### src/hw/rtl/fage_leaf_packer.sv
module fage_leaf_packer (
    input  logic [7:0]  i_byte,
    input  logic [31:0] i_packed,
    input  logic [2:0]  i_count,
    output logic [31:0] o_packed,
    output logic [2:0]  o_count
);
    // append one byte if nonzero and room remains
    always_comb begin
        o_packed = i_packed;
        o_count  = i_count;
        if (i_byte != 8'd0 && i_count < 3'd4) begin
            o_packed = i_packed | ({24'd0, i_byte} << {i_count[1:0], 3'b000});
            o_count  = i_count + 3'd1;
        end
    end
endmodule
### config.mk
export PLATFORM = sky130hd
export DESIGN_NAME = fage_leaf_packer
export DESIGN_NICKNAME = d
export VERILOG_FILES = /design/src/hw/rtl/fage_leaf_packer.sv
export SDC_FILE = /design/constraint.sdc
export NUM_CORES = 1
export LEC_CHECK = 0
export CORE_AREA = 8 8 45 47
export DETAILED_ROUTE_END_ITERATION = 10
export DIE_AREA = 0 0 53 55
export DONT_BUFFER_PORTS = 1
export PLACE_DENSITY = 0.54
export SYNTH_ARGS = -nofsm -noshare
export SYNTH_HDL_FRONTEND = slang
export SYNTH_SLANG_ARGS = --single-unit
### constraint.sdc
create_clock -name vclk -period 0.8
set_input_delay 0.08 -clock vclk [all_inputs]
set_output_delay 0.08 -clock vclk [all_outputs]
set_load 0.01 [all_outputs]
==> flow_summary.json, run 1 <==
{
  "internal_power_uw": 124,
  "port_buffers": 0,
  "cp.required_ps": 720,
  "cpLargestDelayFamily": "multiplexers",
  "io_pins": 78,
  "design_area_um2": 503,
  "grt_max_degree": 14,
  "syn_area_per_cell_um2": 8.42,
  "syn_area_um2": 463,
  "diodes": 0,
  "setup_viol_count_final": 3,
  "hold_ws_ps": 248,
  "routed_wl_um": 2020,
  "combPwrFrac_pct": 100.0,
  "synth_top_area_share_pct": 40.5,
  "detailed_place.area_um2": 495,
  "dieArea_um2": 2920,
  "p_sw_uw": 155,
  "ys_seq_area_share_pct": 0,
  "hold_path_class": "input pin to output port",
  "fin_crit_ps": 908,
  "relSlewSlack_pct": 82.3,
  "tightest_slew_ps": 265,
  "core_area_um2": 1380,
  "cp_cell_sequence": "nor4_4, a21oi_2, mux2_4",
  "gp_congestion": 0.694,
  "power_frac_seq_pct": 0,
  "grt_overflow": 0,
  "start_kind": "input pin",
  "syn_to_final_growth_pct": 8.65,
  "power_density_nw_per_um2": 554,
  "register_area_um2": 0,
  "worst-path-max-fanout": 2,
  "rsz0062_at_grt": "true",
  "synth_cells": 55,
  "arrival_ps": 830,
  "fillerInstances": 156,
  "dp.cells": 72,
  "yosysWarnings": 0,
  "synth_nets": 99,
  "drt_pre_antenna_iters": 4,
  "layout.nets": 103,
  "row_count": 14,
  "status": "finished, violations left",
  "synthTopCellsByArea": "a21o_1 41%, nor2b_2 15%, a31o_1 13%, nor4_4 9.2%, mux2_4 3.2%",
  "p_sw_share_pct": 55.6,
  "worstPathBufferInverterCount": 0,
  "drv_cap": 0,
  "slew_viol_final": 0,
  "clock_buffers": 0,
  "die_w_um": 53,
  "ant_nets": 0,
  "timing.fmax_mhz": 1100,
  "dp_hpwl_um": 1720,
  "p_leak_nw": 0.281,
  "drive_gt1_share_pct": 35.1,
  "crit_type": "input pin to output port",
  "vdd_drop_max_v": 0.000172,
  "grt_antenna_before_repair": 0,
  "drt_iter0_drc": 6,
  "fp.dieH_um": 55,
  "crit_path_max_incr_delay_ps": 330,
  "drc": 0,
  "initial_core_util_pct": 33.5,
  "slowest_stage": "mux2_4",
  "post_cts_resized": 0,
  "synth.distinct_cells": 14,
  "worst_slack_ps": -108,
  "endpoint_kind": "output port",
  "wl_per_cell_um": 27.6,
  "track_usage_pct": 12.3,
  "grt_pass1_wl_um": 2840,
  "fin_cells": 73,
  "synth_area_leader_cell": "a21o_1",
  "period_share_pct": 114,
  "numSequentialCells": 0,
  "vias": 479,
  "via_per_inst": 6.56,
  "grt_pass1_vias": 548,
  "p_clk_share_pct": 0,
  "multi_input_area_um2": 438,
  "hold_viol_final": 0,
  "violations": "setup timing"
}
==> what timing repair did <==
item                                    in CTS  in global routing
setup buffers                                0                  1
hold buffers                                 0                  0
endpoints found under the setup margin       2                  3
pin swaps                                    0                  3
==> kinds of logic (layout without fill, tap and decap cells) <==
| group | after synthesis | count (layout) | synth area share (%) |
|---|---|---|---|
| multiplexers | 1 | 1 | 3.24 |
| buffers and inverters | 4 | 6 | 5.40 |
| XOR/XNOR | 1 | 1 | 1.89 |
| AO/OA/AOI/OAI | 34 | 34 | 57.6 |
| AND/OR/NAND/NOR | 14 | 14 | 29.2 |
| adder cells (fa/ha/maj) | 1 | 1 | 2.70 |
==> power groups by stage <==
stage                     sequential (mW)  combinational [mW]  clock [mW]
after floorplan                         0               0.247           0
after global placement                  0               0.278           0
after detailed placement                0               0.281           0
after CTS                               0               0.282           0
after global routing                    0               0.300           0
final                                   0               0.279           0
==> worst paths after layout <==
kind / startpoint / endpoint / slack (ps) / cells after the start
max: i_byte[5] / o_count[1] / -110 / 3
min: i_count[0] / o_count[0] / 250 / 1
==> synthesized netlist by cell type <==
| cell | number |
|---|---|
| a21o_1 | 25 |
| nor2b_2 | 8 |
| a31o_1 | 7 |
| clkbuf_1 | 3 |
| nor2b_1 | 2 |
| nor4_4 | 2 |
| a21oi_2 | 1 |
| a31o_2 | 1 |
| clkbuf_8 | 1 |
| ha_1 | 1 |
| mux2_4 | 1 |
| nand2_1 | 1 |
| nor2_2 | 1 |
| xor2_1 | 1 |
==> per-layer routing <==
layer	track usage, %	vias up	wire length (µm)
met1	14.0	231	781
met5	0	-	0
met2	24.2	34	1070
met3	2.41	0	165
li1	-	214	-
met4	0	0	0
==> layout by cell type (no fill, tap or decap), types with 2 or more instances in the layout <==
cell type / count
a21o_1: 25
a31o_1: 7
buf_4: 6
nor2b_1: 2
nor2b_2: 8
nor4_4: 2
==> cell type report <==
type	instances	area share, %
Tap cell	16	3.98
Multi-Input combinational cell	51	87.1
Timing Repair Buffer	6	8.96
==> through the flow <==
| step | power [mW] | utilization (%) | setup TNS [ps] | setup WS (ps) |
|---|---|---|---|---|
| 5_1_grt | 0.300 | 36.3 | -327 | -138 |
| 6_report | 0.279 | 36.3 | -176 | -108 |
| 4_1_cts | 0.282 | 35.8 | -179 | -120 |
| 3_3_place_gp | 0.278 | 35.8 | -172 | -117 |
| 3_5_place_dp | 0.281 | 35.8 | -180 | -120 |
| 2_1_floorplan | 0.247 | - | -65.7 | -65.7 |
Power figures use the tool's default switching activity.
==> run 2, diff against run 1 <==
--- a/config.mk
+++ b/config.mk
@@ -5,11 +5,13 @@
 export SDC_FILE = /design/constraint.sdc
 export NUM_CORES = 1
 export LEC_CHECK = 0
+export CELL_PAD_IN_SITES_DETAIL_PLACEMENT = 0
+export CELL_PAD_IN_SITES_GLOBAL_PLACEMENT = 1
 export CORE_AREA = 8 8 45 47
 export DETAILED_ROUTE_END_ITERATION = 10
 export DIE_AREA = 0 0 53 55
 export DONT_BUFFER_PORTS = 1
-export PLACE_DENSITY = 0.54
+export PLACE_DENSITY = 0.82
 export SYNTH_ARGS = -nofsm -noshare
 export SYNTH_HDL_FRONTEND = slang
 export SYNTH_SLANG_ARGS = --single-unit
==> run 2 against run 1 <==
  * The flow still finishes with violations (setup timing)
  * Total power is 4.0% lower
  * Hold slack better by 1.4 ps
  * Setup slack better by 9.2 ps
  * Via count down 4.8%
  * Largest cell class unchanged
==> flow_summary.json, run 2 (synthesis gave the netlist of run 1 again) <==
{
  "fp.dieH_um": 55,
  "dieArea_um2": 2920,
  "layout.nets": 100,
  "drv_cap": 0,
  "p_sw_share_pct": 56.7,
  "combPwrFrac_pct": 100.0,
  "status": "finished, violations left",
  "power_frac_seq_pct": 0,
  "hold_viol_final": 0,
  "grt_pass1_wl_um": 2440,
  "endpoint_kind": "output port",
  "fin_crit_ps": 899,
  "final_cell_mix": "25 x a21o_1, 8 x nor2b_2, 7 x a31o_1",
  "crit_type": "input pin to output port",
  "track_usage_pct": 10.5,
  "start_kind": "input pin",
  "dp_hpwl_um": 1670,
  "initial_core_util_pct": 33.5,
  "violations": "setup timing",
  "hold_path_class": "input pin to output port",
  "fillerInstances": 150,
  "syn_to_final_growth_pct": 3.78,
  "p_clk_share_pct": 0,
  "worst-path-max-fanout": 2,
  "tightest_slew_ps": 330,
  "post_cts_buffers": 0,
  "p_total_uw": 268,
  "grt_overflow": 0,
  "drt_pre_antenna_iters": 4,
  "gp_congestion": 0.615,
  "numSequentialCells": 0,
  "routed_wl_um": 1930,
  "ant_nets": 0,
  "arrival_ps": 820,
  "row_count": 14,
  "power_density_nw_per_um2": 557,
  "via_per_inst": 6.51,
  "wl_per_cell_um": 27.5,
  "slew_viol_final": 0,
  "clock_buffers": 0,
  "io_pins": 78,
  "setup_viol_count_final": 2,
  "diodes": 0,
  "drive_gt1_share_pct": 31.5,
  "relSlewSlack_pct": 77.9,
  "register_area_um2": 0,
  "die_w_um": 53,
  "internal_power_uw": 116,
  "core_area_um2": 1380,
  "drc": 0,
  "rsz0062_at_grt": "true",
  "worst_slack_ps": -99.2,
  "crit_path_max_incr_delay_ps": 330,
  "grt_antenna_before_repair": 0,
  "fin_cells": 70,
  "cp.required_ps": 720,
  "vdd_drop_max_v": 0.000149,
  "port_buffers": 0,
  "p_leak_nw": 0.265,
  "timing.fmax_mhz": 1110,
  "grt_pass1_vias": 501,
  "cp_cell_sequence": "nor4_4, a21oi_2, mux2_4",
  "dp.cells": 70,
  "vias": 456,
  "p_sw_uw": 152,
  "grt_max_degree": 14,
  "slowest_stage": "mux2_4",
  "layout_commonest_cell": "a21o_1",
  "period_share_pct": 112,
  "drt_iter0_drc": 6
}
==> run 2: changes by cell type in the layout (fill, tap and decap cells not counted), sizes merged <==
cell,previous run,this run
buf,6,3
==> run 2: what timing repair did <==
item	CTS	global route
pin swaps	0	4
hold buffers	0	0
resized for setup	0	0
endpoints found under the setup margin	2	3
hold endpoints to repair	0	0
==> run 2: final timing paths <==
path / start / endpoint / slack, ps / cells after the start
min: i_count[0] / o_count[0] / 250 / 1
max: i_byte[5] / o_count[1] / -100 / 3
==> run 2: per-stage QoR <==
stage / instance area, µm² / util (%) / hold WS, ps / TNS [ps] / setup WS (ps)
after detailed placement: 480 / 34.7 / 253 / -138 / -99.2
after floorplan: 463 / - / 262 / -65.7 / -65.7
after global placement: 480 / 34.7 / 253 / -127 / -94.2
after global routing: 480 / 34.7 / 256 / -233 / -137
after CTS: 480 / 34.7 / 253 / -140 / -100
final: 480 / 34.7 / 249 / -131 / -99.2
==> run 2: power groups by stage <==
stage / logic [mW] / registers (mW) / clock network [mW]
global placement: 0.271 / 0 / 0
finish: 0.268 / 0 / 0
global route: 0.288 / 0 / 0
CTS: 0.273 / 0 / 0
floorplan: 0.247 / 0 / 0
detailed placement: 0.273 / 0 / 0
==> run 2: per-layer routing <==
| layer | vias up | wire, µm | track usage (%) | part of all wire [%] |
|---|---|---|---|---|
| met1 | 212 | 705 | 12.2 | 37 |
| li1 | 210 | - | - | - |
| met4 | 0 | 0 | 0 | 0 |
| met2 | 34 | 1010 | 19.1 | 53 |
| met5 | - | 0 | 0 | 0 |
| met3 | 0 | 208 | 3.74 | 11 |
==> run 2: critical path: cells and delay by family <==
| family | cells | cell delay [ps] |
|---|---|---|
| simple gates | 1 | 300 |
| mux | 1 | 330 |
| compound gates | 1 | 120 |
==> run 2: cell type report <==
type	count	area, µm²	share of cell area, %
tap	16	20.0	4.17
multi-input combinational	51	438	91.1
timing repair buffer	3	22.5	4.69
==> run 3, diff against run 2 <==
--- a/config.mk
+++ b/config.mk
@@ -5,13 +5,15 @@
 export SDC_FILE = /design/constraint.sdc
 export NUM_CORES = 1
 export LEC_CHECK = 0
+export ABC_AREA = 1
 export CELL_PAD_IN_SITES_DETAIL_PLACEMENT = 0
 export CELL_PAD_IN_SITES_GLOBAL_PLACEMENT = 1
-export CORE_AREA = 8 8 45 47
+export CORE_MARGIN = 8
+export CORE_UTILIZATION = 35
 export DETAILED_ROUTE_END_ITERATION = 10
-export DIE_AREA = 0 0 53 55
 export DONT_BUFFER_PORTS = 1
-export PLACE_DENSITY = 0.82
+export PLACE_DENSITY = 0.85
+export SKIP_LAST_GASP = 1
 export SYNTH_ARGS = -nofsm -noshare
 export SYNTH_HDL_FRONTEND = slang
 export SYNTH_SLANG_ARGS = --single-unit
==> run 3 against run 2 <==
  * Critical endpoint is now o_packed[19]
  * Cell area rose to 2.6 times the previous value
  * Count of clock-buffer cells in the layout stayed put
  * Synthesized area up 75%
  * Critical path type unchanged
  * Largest cell class unchanged
  * Largest power group unchanged
  * The run still ends with setup timing left
  * Fmax rose by 5.5%
  * Via count rose by 140%
==> flow_summary.json, run 3 <==
{
  "ant_nets": 0,
  "synth_area_leader_cell": "nand3_1",
  "grt_overflow": 0,
  "p_sw_uw": 321,
  "power_frac_seq_pct": 0,
  "syn_area_um2": 811,
  "diodes": 0,
  "layout_commonest_cell": "inv_1",
  "synth_cells": 170,
  "rsz0062_at_grt": "true",
  "yosysWarnings": 0,
  "synth_common_cells": "42 x inv_1, 40 x nand2_1, 34 x nand3_1",
  "dieArea_um2": 4110,
  "gp_congestion": 0.804,
  "fillerInstances": 217,
  "numSequentialCells": 0,
  "clock_buffers": 0,
  "fp.dieH_um": 64.1,
  "start_kind": "input pin",
  "drv_cap": 0,
  "grt_antenna_before_repair": 0,
  "vias": 1099,
  "power_density_nw_per_um2": 384,
  "track_usage_pct": 11.8,
  "combPwrFrac_pct": 100.0,
  "hold_end": "o_packed[9]",
  "grt_pass1_wl_um": 4280,
  "p_sw_share_pct": 67.2,
  "core_area_um2": 2210,
  "utilization_pct": 56.3,
  "period_share_pct": 107,
  "routed_wl_um": 3430,
  "violations": "setup timing",
  "die_w_um": 64.1,
  "ctsHoldBuffers": 0,
  "drt_pre_antenna_iters": 4,
  "grt_pass1_vias": 962,
  "tightest_slew_ps": 448,
  "slew_viol_final": 0,
  "synth.distinct_cells": 14,
  "internal_power_uw": 157,
  "drc": 0,
  "grt_max_degree": 36,
  "cp.required_ps": 720,
  "row_count": 17,
  "hold_path_class": "input pin to output port",
  "endpoint_kind": "output port",
  "synthTopCellsByArea": "nand3_1 21%, nor3_1 20%, inv_1 19%, nand2_1 19%, buf_6 11%",
  "layout.nets": 215,
  "register_area_um2": 0,
  "fin_crit_ps": 852,
  "syn_area_per_cell_um2": 4.77,
  "p_leak_nw": 0.579,
  "drive_gt1_share_pct": 50.9,
  "multi_input_area_um2": 867,
  "hold_viol_final": 0,
  "port_buffers": 0,
  "via_per_inst": 5.58,
  "drt_iter0_drc": 17,
  "crit_type": "input pin to output port",
  "wl_per_cell_um": 17.4,
  "worst-path-max-fanout": 7,
  "p_total_uw": 478,
  "setup_viol_count_final": 32,
  "synth.most_common_cell": "inv_1",
  "hp-start": "i_packed[9]",
  "p_clk_share_pct": 0,
  "ys_seq_area_share_pct": 0,
  "io_pins": 78,
  "initial_core_util_pct": 36.7,
  "synth_top_area_share_pct": 21.0,
  "status": "finished, violations left",
  "worst_slack_ps": -52.3,
  "final_cell_mix": "40 x inv_1, 32 x nand2_2, 32 x nor3_1",
  "timing.fmax_mhz": 1170,
  "dp_hpwl_um": 2230,
  "hold_path_depth": 2,
  "synth_nets": 214,
  "syn_to_final_growth_pct": 53.5,
  "vdd_drop_max_v": 0.000215,
  "place_ws_ps": -7.45,
  "relSlewSlack_pct": 69.9,
  "arrival_ps": 770
}
-- run 3: cell count changes after synthesis, moves of 2 or more --
cell,change
a21o_1,-25
a31o_1,-7
buf_2,+2
buf_6,+8
clkbuf_1,-3
clkbuf_4,+2
inv_1,+42
nand2_1,+39
nand3_1,+34
nor2_1,+4
nor2b_1,-2
nor2b_2,-8
nor3_1,+32
nor4_4,-2
-- run 3: logic make-up after synthesis --
kind of cell	share of synthesized area, %
simple gates	61.9
buf+inv	36.0
fa+ha+maj	1.54
compound gates	0.617
-- run 3: how the worst max path moves through the flow --
stage | from | to
floorplan | i_count[1] | o_packed[15]
global placement | i_byte[1] | o_packed[17]
detailed placement | i_byte[6] | o_packed[30]
CTS | i_byte[6] | o_packed[18]
global route | i_byte[2] | o_packed[19]
finish | i_byte[2] | o_packed[19]
-- run 3: repair_timing --
item                       in CTS  in global routing
gates cloned                    0                  6
pin swaps                       0                 24
setup endpoints to repair      12                 35
gates resized for setup        12                 80
setup buffers                   0                  2
hold endpoints to repair        0                  0
-- run 3: worst max-delay path, cell delays in order --
cell,delay [ps]
nor2_4,80
nand2_2,70
inv_2,100
nand2_8,100
clkbuf_16,180
nand3_2,80
nand2_2,80
-- run 3: power by group through the flow --
stage               logic, mW  registers [mW]  clock network, mW
floorplan               0.334               0                  0
global route            0.519               0                  0
finish                  0.478               0                  0
global placement        0.332               0                  0
CTS                     0.354               0                  0
detailed placement      0.338               0                  0
-- run 3: layer usage --
layer	track usage [%]	wire length, µm	vias to the layer above
li1	-	-	524
met1	12.6	1230	504
met2	22.7	1800	65
met3	4.18	339	6
met4	0.272	55	0
met5	0	0	-
-- run 3: through the flow --
step,area (µm²),TNS (ps),hold WS (ps),cells
2_1_floorplan,811,0,269,170
3_3_place_gp,766,0,279,189
3_5_place_dp,766,-17.9,278,189
5_1_grt,1240,-2110,260,197
4_1_cts,796,-1.41,264,189
6_report,1240,-757,255,197
-- run 3: area by class of cell --
cell class,count,share of cell area (%)
inverter,45,14.2
multi-input combinational,113,69.6
timing repair buffer,11,13.4
tap,28,2.81
